### src/hw/rtl/hrlp_pkg.sv
// ----------------------------------------------------------------------------
// hrlp_pkg
// Shared types and constants for the request line parser: byte codes, verb
// and version text lookups, queue entry and result layouts.
// ----------------------------------------------------------------------------
package hrlp_pkg;

	localparam int OFF_W = 12;
	localparam int QUEUE_DEPTH = 4;
	localparam int QUEUE_PTR_W = $clog2(QUEUE_DEPTH);
	localparam int QUEUE_CNT_W = $clog2(QUEUE_DEPTH + 1);
	localparam int NUM_VERBS = 5;

	localparam logic [7:0] CHAR_CR = 8'h0D;
	localparam logic [7:0] CHAR_LF = 8'h0A;
	localparam logic [7:0] CHAR_SP = 8'h20;
	localparam logic [7:0] CHAR_QM = 8'h3F;
	localparam logic [7:0] CHAR_H = 8'h48;

	localparam logic [2:0] VERB_GET = 3'd0;
	localparam logic [2:0] VERB_POST = 3'd1;
	localparam logic [2:0] VERB_PATCH = 3'd2;
	localparam logic [2:0] VERB_PUT = 3'd3;
	localparam logic [2:0] VERB_DELETE = 3'd4;

	localparam logic [1:0] TERM_IDLE = 2'd0;
	localparam logic [1:0] TERM_CR = 2'd1;
	localparam logic [1:0] TERM_CRLF = 2'd2;
	localparam logic [1:0] TERM_CRLFCR = 2'd3;

	typedef struct packed {
		logic [7:0] data;
		logic [OFF_W-1:0] offset;
		logic [1:0] term;
		logic done;
		logic limit_hit;
	} entry_t;

	typedef struct packed {
		logic status;
		logic [2:0] method;
		logic [OFF_W-1:0] uri_start;
		logic [OFF_W-1:0] uri_end;
		logic query_found;
		logic [OFF_W-1:0] query_start;
		logic [OFF_W-1:0] version_start;
		logic [OFF_W-1:0] version_end;
		logic [OFF_W-1:0] body_offset;
	} result_t;

	function automatic logic [2:0] verb_len(input logic [2:0] k);
		logic [2:0] len;
		case (k)
			VERB_GET: len = 3'd4;
			VERB_POST: len = 3'd5;
			VERB_PATCH: len = 3'd6;
			VERB_PUT: len = 3'd4;
			VERB_DELETE: len = 3'd7;
			default: len = 3'd0;
		endcase
		return len;
	endfunction

	function automatic logic [7:0] verb_char(input logic [2:0] k, input logic [2:0] pos);
		logic [55:0] text;
		case (k)
			VERB_GET: text = {"GET ", 24'h0};
			VERB_POST: text = {"POST ", 16'h0};
			VERB_PATCH: text = {"PATCH ", 8'h0};
			VERB_PUT: text = {"PUT ", 24'h0};
			VERB_DELETE: text = "DELETE ";
			default: text = 56'h0;
		endcase
		return text[55 - 8 * pos -: 8];
	endfunction

	function automatic logic [7:0] ver_char(input logic [2:0] pos);
		logic [7:0] c;
		case (pos)
			3'd0: c = "H";
			3'd1: c = "T";
			3'd2: c = "T";
			3'd3: c = "P";
			3'd4: c = "/";
			default: c = 8'h00;
		endcase
		return c;
	endfunction

endpackage

### src/hw/rtl/hrlp_front.sv
// ----------------------------------------------------------------------------
// hrlp_front
// Input side: counts byte offsets, tracks the blank line terminator and the
// header limit, and tags each byte for the back end.
// ----------------------------------------------------------------------------
module hrlp_front #(
	parameter int LIMIT_CAP = 4095
) (
	input  logic                 clk,
	input  logic                 arst_n,
	input  logic                 accept,
	input  logic [7:0]           data,
	input  logic [11:0]          header_limit,
	output hrlp_pkg::entry_t     entry
);

	logic [hrlp_pkg::OFF_W-1:0] count_q;
	logic [1:0] term_q;
	logic [1:0] term_n;
	logic done;
	logic limit_hit;
	logic [hrlp_pkg::OFF_W:0] next_off;
	logic [hrlp_pkg::OFF_W:0] limit;

	localparam logic [hrlp_pkg::OFF_W:0] CapVal = (hrlp_pkg::OFF_W + 1)'(LIMIT_CAP);

	always_comb begin
		done = 1'b0;
		case (term_q)
			hrlp_pkg::TERM_IDLE: term_n = (data == hrlp_pkg::CHAR_CR) ?
				hrlp_pkg::TERM_CR : hrlp_pkg::TERM_IDLE;
			hrlp_pkg::TERM_CR: term_n = (data == hrlp_pkg::CHAR_LF) ? hrlp_pkg::TERM_CRLF :
				(data == hrlp_pkg::CHAR_CR) ? hrlp_pkg::TERM_CR : hrlp_pkg::TERM_IDLE;
			hrlp_pkg::TERM_CRLF: term_n = (data == hrlp_pkg::CHAR_CR) ?
				hrlp_pkg::TERM_CRLFCR : hrlp_pkg::TERM_IDLE;
			default: begin
				if (data == hrlp_pkg::CHAR_LF) begin
					done = 1'b1;
					term_n = hrlp_pkg::TERM_IDLE;
				end else begin
					term_n = (data == hrlp_pkg::CHAR_CR) ?
						hrlp_pkg::TERM_CR : hrlp_pkg::TERM_IDLE;
				end
			end
		endcase
		next_off = {1'b0, count_q} + 1'b1;
		limit = ({1'b0, header_limit} > CapVal) ? CapVal : {1'b0, header_limit};
		limit_hit = !done && (next_off >= limit);
		entry.data = data;
		entry.offset = count_q;
		entry.term = term_n;
		entry.done = done;
		entry.limit_hit = limit_hit;
	end

	always_ff @(posedge clk or negedge arst_n) begin
		if (!arst_n) begin
			count_q <= '0;
			term_q <= hrlp_pkg::TERM_IDLE;
		end else if (accept) begin
			if (done || limit_hit) begin
				count_q <= '0;
				term_q <= hrlp_pkg::TERM_IDLE;
			end else begin
				count_q <= next_off[hrlp_pkg::OFF_W-1:0];
				term_q <= term_n;
			end
		end
	end

endmodule

### src/hw/rtl/hrlp_queue.sv
// ----------------------------------------------------------------------------
// hrlp_queue
// Short first-in first-out queue of tagged bytes between front and back.
// ----------------------------------------------------------------------------
module hrlp_queue (
	input  logic                 clk,
	input  logic                 arst_n,
	input  logic                 push,
	input  hrlp_pkg::entry_t     push_entry,
	output logic                 full,
	input  logic                 pop,
	output logic                 not_empty,
	output hrlp_pkg::entry_t     head
);

	hrlp_pkg::entry_t slots_q [hrlp_pkg::QUEUE_DEPTH];
	logic [hrlp_pkg::QUEUE_PTR_W-1:0] wr_ptr_q;
	logic [hrlp_pkg::QUEUE_PTR_W-1:0] rd_ptr_q;
	logic [hrlp_pkg::QUEUE_CNT_W-1:0] count_q;

	localparam logic [hrlp_pkg::QUEUE_CNT_W-1:0] Depth =
		hrlp_pkg::QUEUE_CNT_W'(hrlp_pkg::QUEUE_DEPTH);

	assign full = (count_q == Depth);
	assign not_empty = (count_q != '0);
	assign head = slots_q[rd_ptr_q];

	always_ff @(posedge clk) begin
		if (push) begin
			slots_q[wr_ptr_q] <= push_entry;
		end
	end

	always_ff @(posedge clk or negedge arst_n) begin
		if (!arst_n) begin
			wr_ptr_q <= '0;
			rd_ptr_q <= '0;
			count_q <= '0;
		end else begin
			if (push) begin
				wr_ptr_q <= wr_ptr_q + 1'b1;
			end
			if (pop) begin
				rd_ptr_q <= rd_ptr_q + 1'b1;
			end
			if (push && !pop) begin
				count_q <= count_q + 1'b1;
			end else if (pop && !push) begin
				count_q <= count_q - 1'b1;
			end
		end
	end

endmodule

### src/hw/rtl/hrlp_back.sv
// ----------------------------------------------------------------------------
// hrlp_back
// Parse engine: walks method, uri, version search and header phases on each
// tagged byte and builds the result into the output register.
// ----------------------------------------------------------------------------
module hrlp_back (
	input  logic                 clk,
	input  logic                 arst_n,
	input  logic                 entry_valid,
	input  hrlp_pkg::entry_t     entry,
	output logic                 pop,
	output logic                 result_valid,
	input  logic                 result_stall,
	output hrlp_pkg::result_t    result
);

	typedef enum logic [2:0] {
		PH_METHOD,
		PH_URI,
		PH_SEEK_VER,
		PH_VERSION,
		PH_HEADERS
	} phase_t;

	localparam int OW = hrlp_pkg::OFF_W;

	phase_t phase_q, phase_n;
	logic [hrlp_pkg::NUM_VERBS-1:0] cand_q, cand_n;
	logic [2:0] tpos_q, tpos_n;
	logic [2:0] vmp_q, vmp_n;
	logic err_q, err_n;
	logic qseen_q, qseen_n;
	logic [OW-1:0] uri_start_q, uri_start_n;
	logic [OW-1:0] uri_end_q, uri_end_n;
	logic [OW-1:0] query_q, query_n;
	logic [OW-1:0] ver_start_q, ver_start_n;
	logic [OW-1:0] ver_end_q, ver_end_n;
	logic found;
	logic [2:0] method_sel;
	logic emit;
	logic bad;
	hrlp_pkg::result_t res_n;
	hrlp_pkg::result_t result_q;
	logic valid_q;

	assign pop = entry_valid && (!valid_q || !result_stall);
	assign result_valid = valid_q;
	assign result = result_q;

	always_comb begin
		phase_n = phase_q;
		cand_n = cand_q;
		tpos_n = tpos_q;
		vmp_n = vmp_q;
		err_n = err_q;
		qseen_n = qseen_q;
		uri_start_n = uri_start_q;
		uri_end_n = uri_end_q;
		query_n = query_q;
		ver_start_n = ver_start_q;
		ver_end_n = ver_end_q;
		found = 1'b0;
		if (!err_q && !entry.done) begin
			case (phase_q)
				PH_METHOD: begin
					for (int k = 0; k < hrlp_pkg::NUM_VERBS; k++) begin
						if (cand_q[k]) begin
							if (tpos_q >= hrlp_pkg::verb_len(3'(k)) ||
								hrlp_pkg::verb_char(3'(k), tpos_q) != entry.data) begin
								cand_n[k] = 1'b0;
							end else if ({1'b0, tpos_q} + 4'd1 ==
								{1'b0, hrlp_pkg::verb_len(3'(k))}) begin
								found = 1'b1;
							end
						end
					end
					if (found) begin
						uri_start_n = entry.offset + 1'b1;
						phase_n = PH_URI;
					end else if (cand_n == '0) begin
						err_n = 1'b1;
						phase_n = PH_HEADERS;
					end
					if (tpos_q != 3'd7) begin
						tpos_n = tpos_q + 1'b1;
					end
				end
				PH_URI: begin
					if (entry.data == hrlp_pkg::CHAR_SP) begin
						uri_end_n = entry.offset;
						vmp_n = '0;
						phase_n = PH_SEEK_VER;
					end else if (entry.data == hrlp_pkg::CHAR_QM && !qseen_q) begin
						qseen_n = 1'b1;
						query_n = entry.offset + 1'b1;
					end
				end
				PH_SEEK_VER: begin
					if (vmp_q < 3'd5 && entry.data == hrlp_pkg::ver_char(vmp_q)) begin
						vmp_n = vmp_q + 1'b1;
					end else begin
						vmp_n = (entry.data == hrlp_pkg::CHAR_H) ? 3'd1 : 3'd0;
					end
					if (vmp_n == 3'd5) begin
						ver_start_n = entry.offset - OW'(4);
						phase_n = PH_VERSION;
					end
				end
				PH_VERSION: begin
					if (entry.term == hrlp_pkg::TERM_CRLF) begin
						ver_end_n = entry.offset - 1'b1;
						phase_n = PH_HEADERS;
					end
				end
				default: begin
				end
			endcase
		end

		method_sel = hrlp_pkg::VERB_GET;
		for (int k = 0; k < hrlp_pkg::NUM_VERBS; k++) begin
			if (cand_q[k]) begin
				method_sel = 3'(k);
			end
		end

		emit = entry.done || entry.limit_hit;
		bad = entry.done ? (err_q || phase_q != PH_HEADERS) : 1'b1;
		res_n = '0;
		res_n.status = bad;
		if (!bad) begin
			res_n.method = method_sel;
			res_n.uri_start = uri_start_q;
			res_n.uri_end = uri_end_q;
			if (qseen_q && query_q != uri_end_q) begin
				res_n.query_found = 1'b1;
				res_n.query_start = query_q;
			end
			res_n.version_start = ver_start_q;
			res_n.version_end = ver_end_q;
			res_n.body_offset = entry.offset + 1'b1;
		end
	end

	always_ff @(posedge clk or negedge arst_n) begin
		if (!arst_n) begin
			phase_q <= PH_METHOD;
			cand_q <= '1;
			tpos_q <= '0;
			vmp_q <= '0;
			err_q <= 1'b0;
			qseen_q <= 1'b0;
			uri_start_q <= '0;
			uri_end_q <= '0;
			query_q <= '0;
			ver_start_q <= '0;
			ver_end_q <= '0;
			valid_q <= 1'b0;
		end else begin
			if (pop) begin
				if (emit) begin
					phase_q <= PH_METHOD;
					cand_q <= '1;
					tpos_q <= '0;
					vmp_q <= '0;
					err_q <= 1'b0;
					qseen_q <= 1'b0;
					uri_start_q <= '0;
					uri_end_q <= '0;
					query_q <= '0;
					ver_start_q <= '0;
					ver_end_q <= '0;
				end else begin
					phase_q <= phase_n;
					cand_q <= found ? cand_n & ~(cand_n - 1'b1) : cand_n;
					tpos_q <= tpos_n;
					vmp_q <= vmp_n;
					err_q <= err_n;
					qseen_q <= qseen_n;
					uri_start_q <= uri_start_n;
					uri_end_q <= uri_end_n;
					query_q <= query_n;
					ver_start_q <= ver_start_n;
					ver_end_q <= ver_end_n;
				end
			end
			if (pop && emit) begin
				valid_q <= 1'b1;
			end else if (!result_stall) begin
				valid_q <= 1'b0;
			end
		end
	end

	always_ff @(posedge clk) begin
		if (pop && emit) begin
			result_q <= res_n;
		end
	end

endmodule

### src/hw/rtl/http_request_line_parser_unit.sv
// ----------------------------------------------------------------------------
// http_request_line_parser_unit
// Streaming request line parser: one request byte per transaction, one
// result transaction per request at the blank line or at the header limit.
//
//   channel   direction  handshake               payload
//   data      in         data_valid/data_stall   data_byte
//   result    out        result_valid/result_stall status, method, offsets
//   cfg       in         cfg_valid/cfg_ready     header_limit
//
// one byte per cycle sustained while data_stall is low; the front counts
// offsets and tracks the terminator, a four entry queue feeds the parse
// engine, which updates its phase state once per byte and loads the output
// register and result_valid on the last byte, once it is popped from the queue.
// reset returns the parser to the method phase and the limit to 4095.
// result_stall backs up the queue; data_stall rises only when it is full.
// ----------------------------------------------------------------------------
module http_request_line_parser_unit #(
	parameter int BUFFER_BYTES = 4096
) (
	input  logic        clk,
	input  logic        arst_n,
	input  logic        data_valid,
	output logic        data_stall,
	input  logic [7:0]  data_byte,
	output logic        result_valid,
	input  logic        result_stall,
	output logic        status,
	output logic [2:0]  method,
	output logic [11:0] uri_start,
	output logic [11:0] uri_end,
	output logic        query_found,
	output logic [11:0] query_start,
	output logic [11:0] version_start,
	output logic [11:0] version_end,
	output logic [11:0] body_offset,
	input  logic        cfg_valid,
	output logic        cfg_ready,
	input  logic [11:0] header_limit
);

	localparam int LimitCap = (BUFFER_BYTES - 1 > 4095) ? 4095 : BUFFER_BYTES - 1;

	logic [11:0] header_limit_q;
	logic accept;
	logic q_full;
	logic q_not_empty;
	logic q_pop;
	hrlp_pkg::entry_t front_entry;
	hrlp_pkg::entry_t head_entry;
	hrlp_pkg::result_t res;

	assign cfg_ready = 1'b1;
	assign data_stall = q_full;
	assign accept = data_valid && !q_full;

	always_ff @(posedge clk or negedge arst_n) begin
		if (!arst_n) begin
			header_limit_q <= 12'd4095;
		end else if (cfg_valid && cfg_ready) begin
			header_limit_q <= header_limit;
		end
	end

	hrlp_front #(
		.LIMIT_CAP(LimitCap)
	) u_front (
		.clk         (clk),
		.arst_n      (arst_n),
		.accept      (accept),
		.data        (data_byte),
		.header_limit(header_limit_q),
		.entry       (front_entry)
	);

	hrlp_queue u_queue (
		.clk       (clk),
		.arst_n    (arst_n),
		.push      (accept),
		.push_entry(front_entry),
		.full      (q_full),
		.pop       (q_pop),
		.not_empty (q_not_empty),
		.head      (head_entry)
	);

	hrlp_back u_back (
		.clk         (clk),
		.arst_n      (arst_n),
		.entry_valid (q_not_empty),
		.entry       (head_entry),
		.pop         (q_pop),
		.result_valid(result_valid),
		.result_stall(result_stall),
		.result      (res)
	);

	assign status = res.status;
	assign method = res.method;
	assign uri_start = res.uri_start;
	assign uri_end = res.uri_end;
	assign query_found = res.query_found;
	assign query_start = res.query_start;
	assign version_start = res.version_start;
	assign version_end = res.version_end;
	assign body_offset = res.body_offset;

endmodule
### config.mk
export PLATFORM = sky130hd
export DESIGN_NAME = http_request_line_parser_unit
export DESIGN_NICKNAME = d
export VERILOG_FILES = /design/src/hw/rtl/hrlp_pkg.sv /design/src/hw/rtl/hrlp_front.sv /design/src/hw/rtl/hrlp_queue.sv /design/src/hw/rtl/hrlp_back.sv /design/src/hw/rtl/http_request_line_parser_unit.sv
export SDC_FILE = /design/constraint.sdc
export NUM_CORES = 1
export LEC_CHECK = 0
export ABC_AREA = 1
export ABC_CLOCK_PERIOD_IN_PS = 3400
export BUFFER_PORTS_ARGS = -buffer_cell sky130_fd_sc_hd__buf_2
export CAP_MARGIN = 10
export CORE_MARGIN = 10
export CORE_UTILIZATION = 60
export DETAILED_ROUTE_END_ITERATION = 10
export GPL_ROUTABILITY_DRIVEN = 0
export MAX_ROUTING_LAYER = met4
export PLACE_DENSITY = 0.85
export SETUP_SLACK_MARGIN = 0.15
export SLEW_MARGIN = 40
export SYNTH_ARGS = -nofsm -noshare
export SYNTH_HDL_FRONTEND = slang
export SYNTH_SLANG_ARGS = --single-unit
### constraint.sdc
create_clock -name clk -period 3.4 [get_ports clk]
set_input_delay 0.17 -clock clk [delete_from_list [all_inputs] [get_ports clk]]
set_output_delay 0.17 -clock clk [all_outputs]
set_load 0.02 [all_outputs]
==> results.sh, run 1 <==
export IMPL_synth_seq_cells=283
export IMPL_die_area_um2=29500
export IMPL_met2_length_um=16000
export IMPL_min_period_ps=3040
export IMPL_diodes=0
export IMPL_cap_violations=0
export IMPL_cts_sink_count=283
export IMPL_ant_nets=0
export IMPL_grt_pass1_vias=10400
export IMPL_endpoint_kind="register"
export IMPL_yosys_area_top_type_share=0.376
export IMPL_seq_power_share=0.349
export IMPL_multi_input_area_um2=4810
export IMPL_clockRootBuffer="clkbuf_16"
export IMPL_clock_latency_ps=570
export IMPL_clk_pin_slew_worst_paths_ps=60
export IMPL_pwr_share_clk=0.188
export IMPL_hold_slack_ps=22.0
export IMPL_required_ps=3810
export IMPL_post_route_period_util=0.893
export IMPL_setup_tns_ps=0
export IMPL_cp_slowest_cell="dfrtp_1"
export IMPL_seq_area_um2=7980
export IMPL_fp_row_count=55
export IMPL_drc_errors=0
export IMPL_grt_overflow_total=0
export IMPL_grt_usage=0.226
export IMPL_vias=10800
export IMPL_drt_wl_total_um=32500
export IMPL_grt_max_degree=59
export IMPL_fill_cells=1566
export IMPL_grt_pass1_wl_um=52700
export IMPL_stdcell_count=1915
export IMPL_clockBufferDepth=3
export IMPL_dp_final_hpwl_um=22400
export IMPL_worstPathArrival_ps=3440
export IMPL_io_pins=105
export IMPL_wl_per_cell_um=17.0
export IMPL_p_per_area_nw_per_um2=992
export IMPL_syn_nets=1525
export IMPL_seq_area_frac_synth=0.576
export IMPL_final_hold_viol_count=0
export IMPL_cts_tree="done"
export IMPL_synth_largest_area_cell="edfxtp_1"
export IMPL_top_layer="met4"
export IMPL_comb_power_share=0.463
export IMPL_netSwitchingFraction=0.448
export IMPL_vias_per_cell=5.64
export IMPL_path_delay_family="simple AND/OR/NAND/NOR gates"
export IMPL_hold_path_class="input port to register"
export IMPL_ir_worst_vdd_v=0.000752
export IMPL_drt_iter0_markers=1269
export IMPL_power_switching_mw=7.07
export IMPL_most_common_layout_cells="nand2_1 (317), inv_1 (199), nor2_1 (174)"
export IMPL_layout_nets=1668
export IMPL_layout_drive_gt1_share=0.163
export IMPL_hold_start="cfg_valid"
export IMPL_synthTopCellsByArea="edfxtp_1 (38%), dfrtp_1 (17%), nand2_1 (8.6%)"
export IMPL_path_cells="inv_1 -> nor3_4 -> nand2_1 -> nor2_1 -> nand3_1 -> nor3_1 -> xor2_1 -> inv_1 -> ha_1 -> nand4_1 -> nor3_1 -> nor3_2 -> nand3_1 -> buf_4 -> o21ai_0"
export IMPL_synth_area_um2=13800
export IMPL_critPathKind="register to register"
export IMPL_worstMarginPinSlew_ps=738
export IMPL_ys_warnings_count=0
export IMPL_fmax_ghz=0.329
export IMPL_rsz0062_at_grt="true"
export IMPL_fin_total_pwr_mw=15.8
export IMPL_htreeDepth=1
export IMPL_route_met3_wl_um=2580
export IMPL_firstDrtPassIters=6
export IMPL_numCtsBuffers=28
export IMPL_fin_skew_ps=39.0
export IMPL_worst_setup_path_start_kind="register"
export IMPL_timing_rr_start="u_front.count_q[3]$_DFFE_PN0P_"
export IMPL_internal_power_mw=8.69
export IMPL_place_port_buffers=103
export IMPL_status="completed"
export IMPL_slew_limit_headroom=0.508
export IMPL_initial_core_util=0.611
export IMPL_core_um2=22600
export IMPL_crit_start="u_front.count_q[3]$_DFFE_PN0P_"
export IMPL_syn_to_final_growth_pct=15.0
export IMPL_postSynthCellCount=1465
export IMPL_crit_path_max_fanout=14
export IMPL_finalSetupViolations=0
export IMPL_critical_path_max_stage_delay_ps=420
export IMPL_synth_cell_types=53
export IMPL_cp_buffers_inverters=3
export IMPL_die_w_um=172
export IMPL_final_common_cell="nand2_1"
export IMPL_report_final_slew_viol_count=0
export IMPL_place_inst=1828
export IMPL_wl_met1_um=13100
export IMPL_chipHeight_um=172
export IMPL_avgSynthCellArea_um2=9.44
export IMPL_antenna_found_initial=0
export IMPL_leakage_nw=7.06
==> layer usage <==
layer  track usage  vias to the layer above
li1              -                     5073
met2         0.373                      520
met1         0.283                     5123
met3        0.0342                       91
met4        0.0708                        0
met5             -                        -
==> stage by stage <==
stage | area (um2) | setup WS (ps) | utilization
5_1_grt | 15900 | 22.9 | 0.702
4_1_cts | 15800 | 190 | 0.699
3_5_place_dp | 14600 | 218 | 0.645
2_1_floorplan | 13800 | 653 | -
3_3_place_gp | 14600 | 434 | 0.645
6_report | 15900 | 362 | 0.702
==> worst paths after layout <==
check / to / slack [ps] / cells after the start
max: u_front.count_q[2]$_DFFE_PN0P_ / 360 / 15
min: header_limit_q[2]$_DFFE_PN1P_ / 20 / 3
max reg2reg: u_front.count_q[2]$_DFFE_PN0P_ / 360 / 15
min reg2reg: u_queue.slots_q[1][10]$_DFFE_PP_ / 490 / 0
max in group asynchronous: u_back.cand_q[2]$_DFFE_PN1P_ / 2320 / 3
min in group asynchronous: u_front.count_q[3]$_DFFE_PN0P_ / 240 / 2
==> repair_timing <==
item                                    in CTS  in global routing
gates resized for setup                      0                 13
hold buffers                                32                  0
setup buffers                                0                  3
endpoints found under the setup margin       0                 32
hold endpoints to repair                    87                  0
==> sequential cells by signal, summed over array words and instances, names as in the netlist <==
name / flops
u_queue.slots_q: 96
u_back.result: 77
header_limit_q: 12
u_back.query_q: 12
u_back.uri_end_q: 12
u_back.uri_start_q: 12
u_back.ver_end_q: 12
u_back.ver_start_q: 12
u_front.count_q: 12
u_back.cand_q: 5
u_back.phase_q: 3
u_back.tpos_q: 3
u_back.vmp_q: 3
u_queue.count_q: 3
u_front.term_q: 2
u_queue.rd_ptr_q: 2
u_queue.wr_ptr_q: 2
u_back.err_q: 1
u_back.qseen_q: 1
u_back.result_valid: 1
==> cells by family (layout without fill, tap and decap cells) <==
family	after synthesis	after routing	share of synthesized area
AOI/OAI and AO/OA	170	170	0.0706
xor gates and xnor gates	42	42	0.0266
adders and majority gates	35	35	0.0322
buffers and inverters	257	422	0.0797
DFF	283	283	0.576
muxes	2	2	0.00163
other	1	1	0.000271
and+or+nand+nor	675	675	0.212
==> Yosys cell counts (all sizes together) <==
master,instances
dfrtp,93
nand4,18
a31oi,2
ha,34
buf,29
nor3,22
dfstp,17
clkbuf,14
nand2,332
nand3b,3
o221ai,2
o21bai,1
o32ai,1
o211ai,2
a21oi,34
a32oi,3
and2,1
o22ai,20
conb,1
a21o,1
nor2,189
nor4,10
clkinv,1
a211oi,1
o41ai,1
o21ai,98
mux2,2
inv,213
nand3,98
or2,2
xnor2,3
xor2,39
o31ai,4
fa,1
edfxtp,173
==> cell type report <==
cell class,instances,area share
repair buffers,156,0.0650
multi-input cells,925,0.303
well taps,285,0.0224
clock inverters,12,0.00598
inverters,214,0.0512
clock buffers,40,0.0507
flip-flops and latches,283,0.502
==> power groups by stage <==
stage | sequential, mW | combinational [mW] | clock, mW
4_1_cts | 5.49 | 7.12 | 2.98
3_3_place_gp | 5.50 | 6.84 | 0
5_1_grt | 5.60 | 7.97 | 3.13
3_5_place_dp | 5.55 | 7.03 | 0
6_report | 5.50 | 7.30 | 2.97
2_1_floorplan | 6.04 | 4.61 | 0
==> worst min-delay path, cell delays in order <==
cell and delay (ps):
buf_2 210, nand2_1 100, o21ai_0 70
No activity file was read; power rests on OpenSTA's default activity.
==> run 2: changes to the inputs <==
--- a/config.mk
+++ b/config.mk
@@ -13,10 +13,11 @@
 export CORE_UTILIZATION = 60
 export DETAILED_ROUTE_END_ITERATION = 10
 export GPL_ROUTABILITY_DRIVEN = 0
+export GPL_TIMING_DRIVEN = 0
 export MAX_ROUTING_LAYER = met4
 export PLACE_DENSITY = 0.85
 export SETUP_SLACK_MARGIN = 0.15
-export SLEW_MARGIN = 40
+export SKIP_LAST_GASP = 1
 export SYNTH_ARGS = -nofsm -noshare
 export SYNTH_HDL_FRONTEND = slang
 export SYNTH_SLANG_ARGS = --single-unit
==> results.sh, run 2 (synthesis gave the netlist of run 1 again) <==
export IMPL_final_cell_area_um2=16100
export IMPL_hold_path_class="input port to async pin"
export IMPL_die_area_um2=29500
export IMPL_drt_wl_total_um=33800
export IMPL_firstDrtPassIters=9
export IMPL_netSwitchingFraction=0.445
export IMPL_cp_slowest_cell="dfrtp_2"
export IMPL_grt_usage=0.231
export IMPL_timing_rr_start="u_front.count_q[1]$_DFFE_PN0P_"
export IMPL_internal_power_mw=9.02
export IMPL_path_cells="ha_1 -> nand2_1 -> nor2_2 -> inv_1 -> nor2_1 -> inv_1 -> nor2_1 -> xor2_1 -> inv_1 -> ha_1 -> a21oi_1 -> nor2_1 -> a211oi_2 -> nor2_1 -> nor3_2 -> nand3_2 -> buf_4 -> o22ai_1"
export IMPL_setup_slack_ps=370
export IMPL_leakage_nw=7.16
export IMPL_fin_skew_ps=12.1
export IMPL_slew_limit_headroom=0.386
export IMPL_met2_length_um=16500
export IMPL_pwr_share_clk=0.190
export IMPL_p_per_area_nw_per_um2=1010
export IMPL_cp_common_cell="nor2_1"
export IMPL_fin_total_pwr_mw=16.3
export IMPL_largest_register_ff_count=96
export IMPL_dp_slack_ps=-88.4
export IMPL_grt_pass1_vias=10700
export IMPL_layout_drive_gt1_share=0.172
export IMPL_die_w_um=172
export IMPL_finalSetupViolations=0
export IMPL_place_port_buffers=103
export IMPL_cts_tree="done"
export IMPL_post_route_period_util=0.891
export IMPL_power_switching_mw=7.25
export IMPL_largest_register="u_queue.slots_q"
export IMPL_drc_errors=0
export IMPL_core_um2=22600
export IMPL_htreeDepth=1
export IMPL_clockBufferDepth=3
export IMPL_min_period_ps=3030
export IMPL_status="completed"
export IMPL_chipHeight_um=172
export IMPL_final_common_cell="nand2_1"
export IMPL_wl_per_cell_um=17.4
export IMPL_fmax_ghz=0.330
export IMPL_clockRootBuffer="clkbuf_16"
export IMPL_grt_pass1_wl_um=53500
export IMPL_diodes=0
export IMPL_grt_max_degree=87
export IMPL_r2r_slack_ps=370
export IMPL_antenna_found_initial=0
export IMPL_vias_per_cell=5.65
export IMPL_required_ps=3850
export IMPL_crit_path_max_fanout=10
export IMPL_ant_nets=0
export IMPL_layout_nets=1692
export IMPL_rr_endpoint="u_front.count_q[6]$_DFFE_PN0P_"
export IMPL_worstMarginPinSlew_ps=913
export IMPL_fp_row_count=55
export IMPL_worstPathArrival_ps=3480
export IMPL_placed_cell_area_um2=14800
export IMPL_cp_buffers_inverters=4
export IMPL_r2r_cells=18
export IMPL_report_final_slew_viol_count=0
export IMPL_initial_core_util=0.611
export IMPL_utilization=0.712
export IMPL_cts_sink_count=283
export IMPL_most_common_layout_cells="nand2_1 (317), inv_1 (199), nor2_1 (175)"
export IMPL_setup_tns_ps=0
export IMPL_clock_latency_ps=550
export IMPL_cap_violations=0
export IMPL_syn_to_final_growth_pct=16.6
export IMPL_critPathKind="register to register"
export IMPL_io_pins=105
export IMPL_wl_met1_um=13000
export IMPL_critical_path_max_stage_delay_ps=410
export IMPL_route_met3_wl_um=3140
export IMPL_final_hold_viol_count=0
export IMPL_seq_power_share=0.337
export IMPL_comb_power_share=0.473
export IMPL_dp_final_hpwl_um=23500
export IMPL_clk_pin_slew_worst_paths_ps=70
export IMPL_ir_worst_vdd_v=0.000632
export IMPL_top_layer="met4"
export IMPL_grt_overflow_total=0
export IMPL_endpoint_kind="register"
export IMPL_rsz0062_at_grt="false"
export IMPL_drt_iter0_markers=1164
export IMPL_path_delay_family="simple AND/OR/NAND/NOR gates"
export IMPL_worst_setup_path_start_kind="register"
export IMPL_vias=11000
export IMPL_numCtsBuffers=28
run 2: cell count changes in the layout (fill, tap and decap cells not counted), sizes merged:
cell         delta
buf            +18
clkinvlp        +1
inv             +4
clkinv          -4
clkbuf         +12
dlygate4sd3     -7
run 2: per-layer routing:
| layer | track usage | up-vias |
|---|---|---|
| li1 | - | 5127 |
| met1 | 0.277 | 5143 |
| met2 | 0.387 | 575 |
| met3 | 0.0413 | 105 |
| met4 | 0.0836 | 0 |
| met5 | - | - |
run 2: power by group through the flow:
stage               Clock, mW  Sequential [mW]  Combinational [mW]
global placement            0             5.51                7.03
floorplan                   0             6.04                4.61
detailed placement          0             5.55                7.34
CTS                      3.12             5.48                7.49
global route             3.25             5.58                8.37
finish                   3.10             5.48                7.70
run 2: stage by stage:
step	hold slack [ps]	cells
floorplan	-126	1465
global placement	378	1853
detailed placement	120	1858
CTS	105	1936
global route	145	1939
finish	108	1939
run 2: worst max-delay path by stage:
| stage | startpoint | endpoint | slack, ps | cells past startpoint |
|---|---|---|---|---|
| global placement | u_front.count_q[0]$_DFFE_PN0P_ | u_front.count_q[7]$_DFFE_PN0P_ | 40 | 18 |
| CTS | u_front.count_q[1]$_DFFE_PN0P_ | u_front.term_q[1]$_DFFE_PN0P_ | 150 | 18 |
| finish | u_front.count_q[1]$_DFFE_PN0P_ | u_front.count_q[6]$_DFFE_PN0P_ | 370 | 18 |
| global route | u_front.count_q[1]$_DFFE_PN0P_ | u_front.count_q[6]$_DFFE_PN0P_ | 100 | 18 |
| detailed placement | u_front.count_q[0]$_DFFE_PN0P_ | u_front.count_q[6]$_DFFE_PN0P_ | -90 | 18 |
| floorplan | u_front.count_q[0]$_DFFE_PN0P_ | u_front.count_q[10]$_DFFE_PN0P_ | 650 | 18 |
run 2: worst register-to-register path, stage by stage (launching register included):
cell	delay [ps]
dfrtp_2	410
ha_1	200
nand2_1	80
nor2_2	130
inv_1	70
nor2_1	80
inv_1	70
nor2_1	110
xor2_1	160
inv_1	70
ha_1	310
a21oi_1	150
nor2_1	80
a211oi_2	180
nor2_1	90
nor3_2	260
nand3_2	140
buf_4	200
o22ai_1	140
run 2: layout make-up:
type	count	area, um2
clock inverters	13	111
multi-input cells	925	4800
repair buffers	137	915
inverters	214	813
well taps	285	357
plain buffers	43	300
fillers	1514	6530
flip-flops and latches	283	7980
clock buffers	39	837
run 2: repair_timing:
action,CTS,global route
endpoints found under the hold margin,105,0
hold buffers,25,0
buffers inserted,1,3
resized for setup,4,16
pin swaps,0,2
setup endpoints to repair,12,22
==> run 3: changes to the inputs <==
--- a/config.mk
+++ b/config.mk
@@ -11,6 +11,7 @@
 export CAP_MARGIN = 10
 export CORE_MARGIN = 10
 export CORE_UTILIZATION = 60
+export CTS_BUF_LIST = sky130_fd_sc_hd__clkbuf_4
 export DETAILED_ROUTE_END_ITERATION = 10
 export GPL_ROUTABILITY_DRIVEN = 0
 export GPL_TIMING_DRIVEN = 0
==> results.sh, run 3 (synthesis gave the netlist of run 1 again) <==
export IMPL_status="completed"
export IMPL_largest_register="u_queue.slots_q"
export IMPL_report_final_slew_viol_count=0
export IMPL_dp_slack_ps=-88.4
export IMPL_hold_path_class="input port to register"
export IMPL_dp_final_hpwl_um=23500
export IMPL_cts_sink_count=283
export IMPL_ir_worst_vdd_v=0.000858
export IMPL_setup_slack_ps=182
export IMPL_min_period_ps=3220
export IMPL_worstMarginPinSlew_ps=932
export IMPL_chipHeight_um=172
export IMPL_cap_violations=0
export IMPL_vias_per_cell=5.61
export IMPL_p_per_area_nw_per_um2=994
export IMPL_drc_errors=0
export IMPL_post_route_period_util=0.946
export IMPL_drt_wl_total_um=35200
export IMPL_worst_setup_path_start_kind="register"
export IMPL_htreeDepth=3
export IMPL_rsz0062_at_grt="true"
export IMPL_hold_slack_ps=42.0
export IMPL_layout_nets=1750
export IMPL_finalSetupViolations=0
export IMPL_cts_tree="done"
export IMPL_placed_cell_area_um2=14800
export IMPL_antenna_found_initial=1
export IMPL_fmax_ghz=0.311
export IMPL_clockRootBuffer="clkbuf_4"
export IMPL_grt_max_degree=87
export IMPL_final_common_cell="nand2_1"
export IMPL_ant_nets=0
export IMPL_crit_path_max_fanout=10
export IMPL_grt_pass1_vias=11200
export IMPL_wl_per_cell_um=17.3
export IMPL_largest_register_ff_count=96
export IMPL_die_area_um2=29500
export IMPL_fill_cells=1500
export IMPL_fp_row_count=55
export IMPL_place_port_buffers=103
export IMPL_required_ps=4010
export IMPL_most_common_layout_cells="nand2_1 (317), inv_1 (198), nor2_1 (175)"
export IMPL_initial_core_util=0.611
export IMPL_slew_limit_headroom=0.373
export IMPL_io_pins=105
export IMPL_firstDrtPassIters=6
export IMPL_clockBufferDepth=3
export IMPL_critPathKind="register to register"
export IMPL_critical_path_max_stage_delay_ps=460
export IMPL_fin_total_pwr_mw=16.2
export IMPL_worstPathArrival_ps=3830
export IMPL_place_inst=1858
export IMPL_endpoint_kind="register"
export IMPL_grt_usage=0.239
export IMPL_vias=11400
export IMPL_final_hold_viol_count=0
export IMPL_core_um2=22600
export IMPL_leakage_nw=7.29
export IMPL_stdcell_count=2036
export IMPL_setup_tns_ps=0
export IMPL_syn_to_final_growth_pct=17.6
export IMPL_clk_pin_slew_worst_paths_ps=90
export IMPL_final_cell_area_um2=16300
export IMPL_fin_skew_ps=68.3
export IMPL_path_cells="inv_1 -> nor3_2 -> nand2_1 -> nor2_1 -> nand3_2 -> nor3_2 -> xor2_1 -> inv_1 -> ha_1 -> inv_1 -> o211ai_1 -> nor3_2 -> nand3_2 -> clkbuf_4 -> o22ai_1"
export IMPL_numCtsBuffers=72
export IMPL_drt_iter0_markers=1231
export IMPL_grt_overflow_total=0
export IMPL_die_w_um=172
export IMPL_grt_pass1_wl_um=54800
export IMPL_clock_latency_ps=730
export IMPL_layout_drive_gt1_share=0.203
export IMPL_utilization=0.718
export IMPL_cp_slowest_cell="dfrtp_1"
run 3: cell types whose count changed in the layout (fill, tap and decap cells not counted), moves of 2 or more:
cell | before | now
clkbuf_4 | 0 | 101
clkbuf_16 | 32 | 0
clkinv_1 | 0 | 22
dlygate4sd3_1 | 25 | 36
clkbuf_1 | 19 | 13
inv_4 | 5 | 2
clkinv_8 | 2 | 0
clkinvlp_4 | 1 | 3
diode_2 | 0 | 2
run 3: final timing paths:
path                                                 from                              to  slack, ps  cells after the start
setup / recovery           u_front.count_q[3]$_DFFE_PN0P_  u_front.count_q[3]$_DFFE_PN0P_        180                     15
hold / removal                                  cfg_valid   header_limit_q[9]$_DFFE_PN1P_         40                      3
setup reg to reg           u_front.count_q[3]$_DFFE_PN0P_  u_front.count_q[3]$_DFFE_PN0P_        180                     15
hold reg to reg             header_limit_q[9]$_DFFE_PN1P_   header_limit_q[9]$_DFFE_PN1P_        500                      2
max in group asynchronous                          arst_n    u_back.cand_q[2]$_DFFE_PN1P_       2920                      3
min in group asynchronous                          arst_n   header_limit_q[4]$_DFFE_PN1P_         70                      2
run 3: cell type report:
type / instances / area [um2] / share of cell area
antenna: 2 / 5.00 / 0.000308
buffer: 43 / 299 / 0.0184
clock buffer: 100 / 751 / 0.0462
clock inverter: 33 / 181 / 0.0112
inverter: 214 / 813 / 0.0500
multi-input combinational: 925 / 4820 / 0.296
sequential: 283 / 7980 / 0.491
tap: 285 / 357 / 0.0219
timing repair buffer: 151 / 1060 / 0.0652
run 3: worst max-delay path: cells and delay by family, from the launching register on:
family	cells	cell delay (ps)
AO/OA/AOI/OAI	2	320
adder cells (fa/ha/maj)	1	310
flip-flops	1	460
AND/OR/NAND/NOR	7	1350
buffers and inverters	4	530
XOR/XNOR	1	160
run 3: routing by layer:
metal / wire length, um / track usage
met5: 0 / -
met4: 1330 / 0.110
met3: 3470 / 0.0523
met2: 17000 / 0.393
met1: 13400 / 0.277
run 3: timing repair:
action                                 in CTS  in global routing
pin swaps                                   0                  3
setup endpoints to repair                  10                 23
endpoints found under the hold margin     159                  0
hold buffers                               37                  0
gates resized for setup                     4                 17
setup buffers                               0                  6
run 3: report_power, final:
part           internal [mW]  switching (mW)  leakage (nW)
Sequential              5.03           0.477          3.10
Combinational           2.26            5.48          3.66
Clock                   1.47            1.45         0.538
Total                   8.75            7.41          7.29
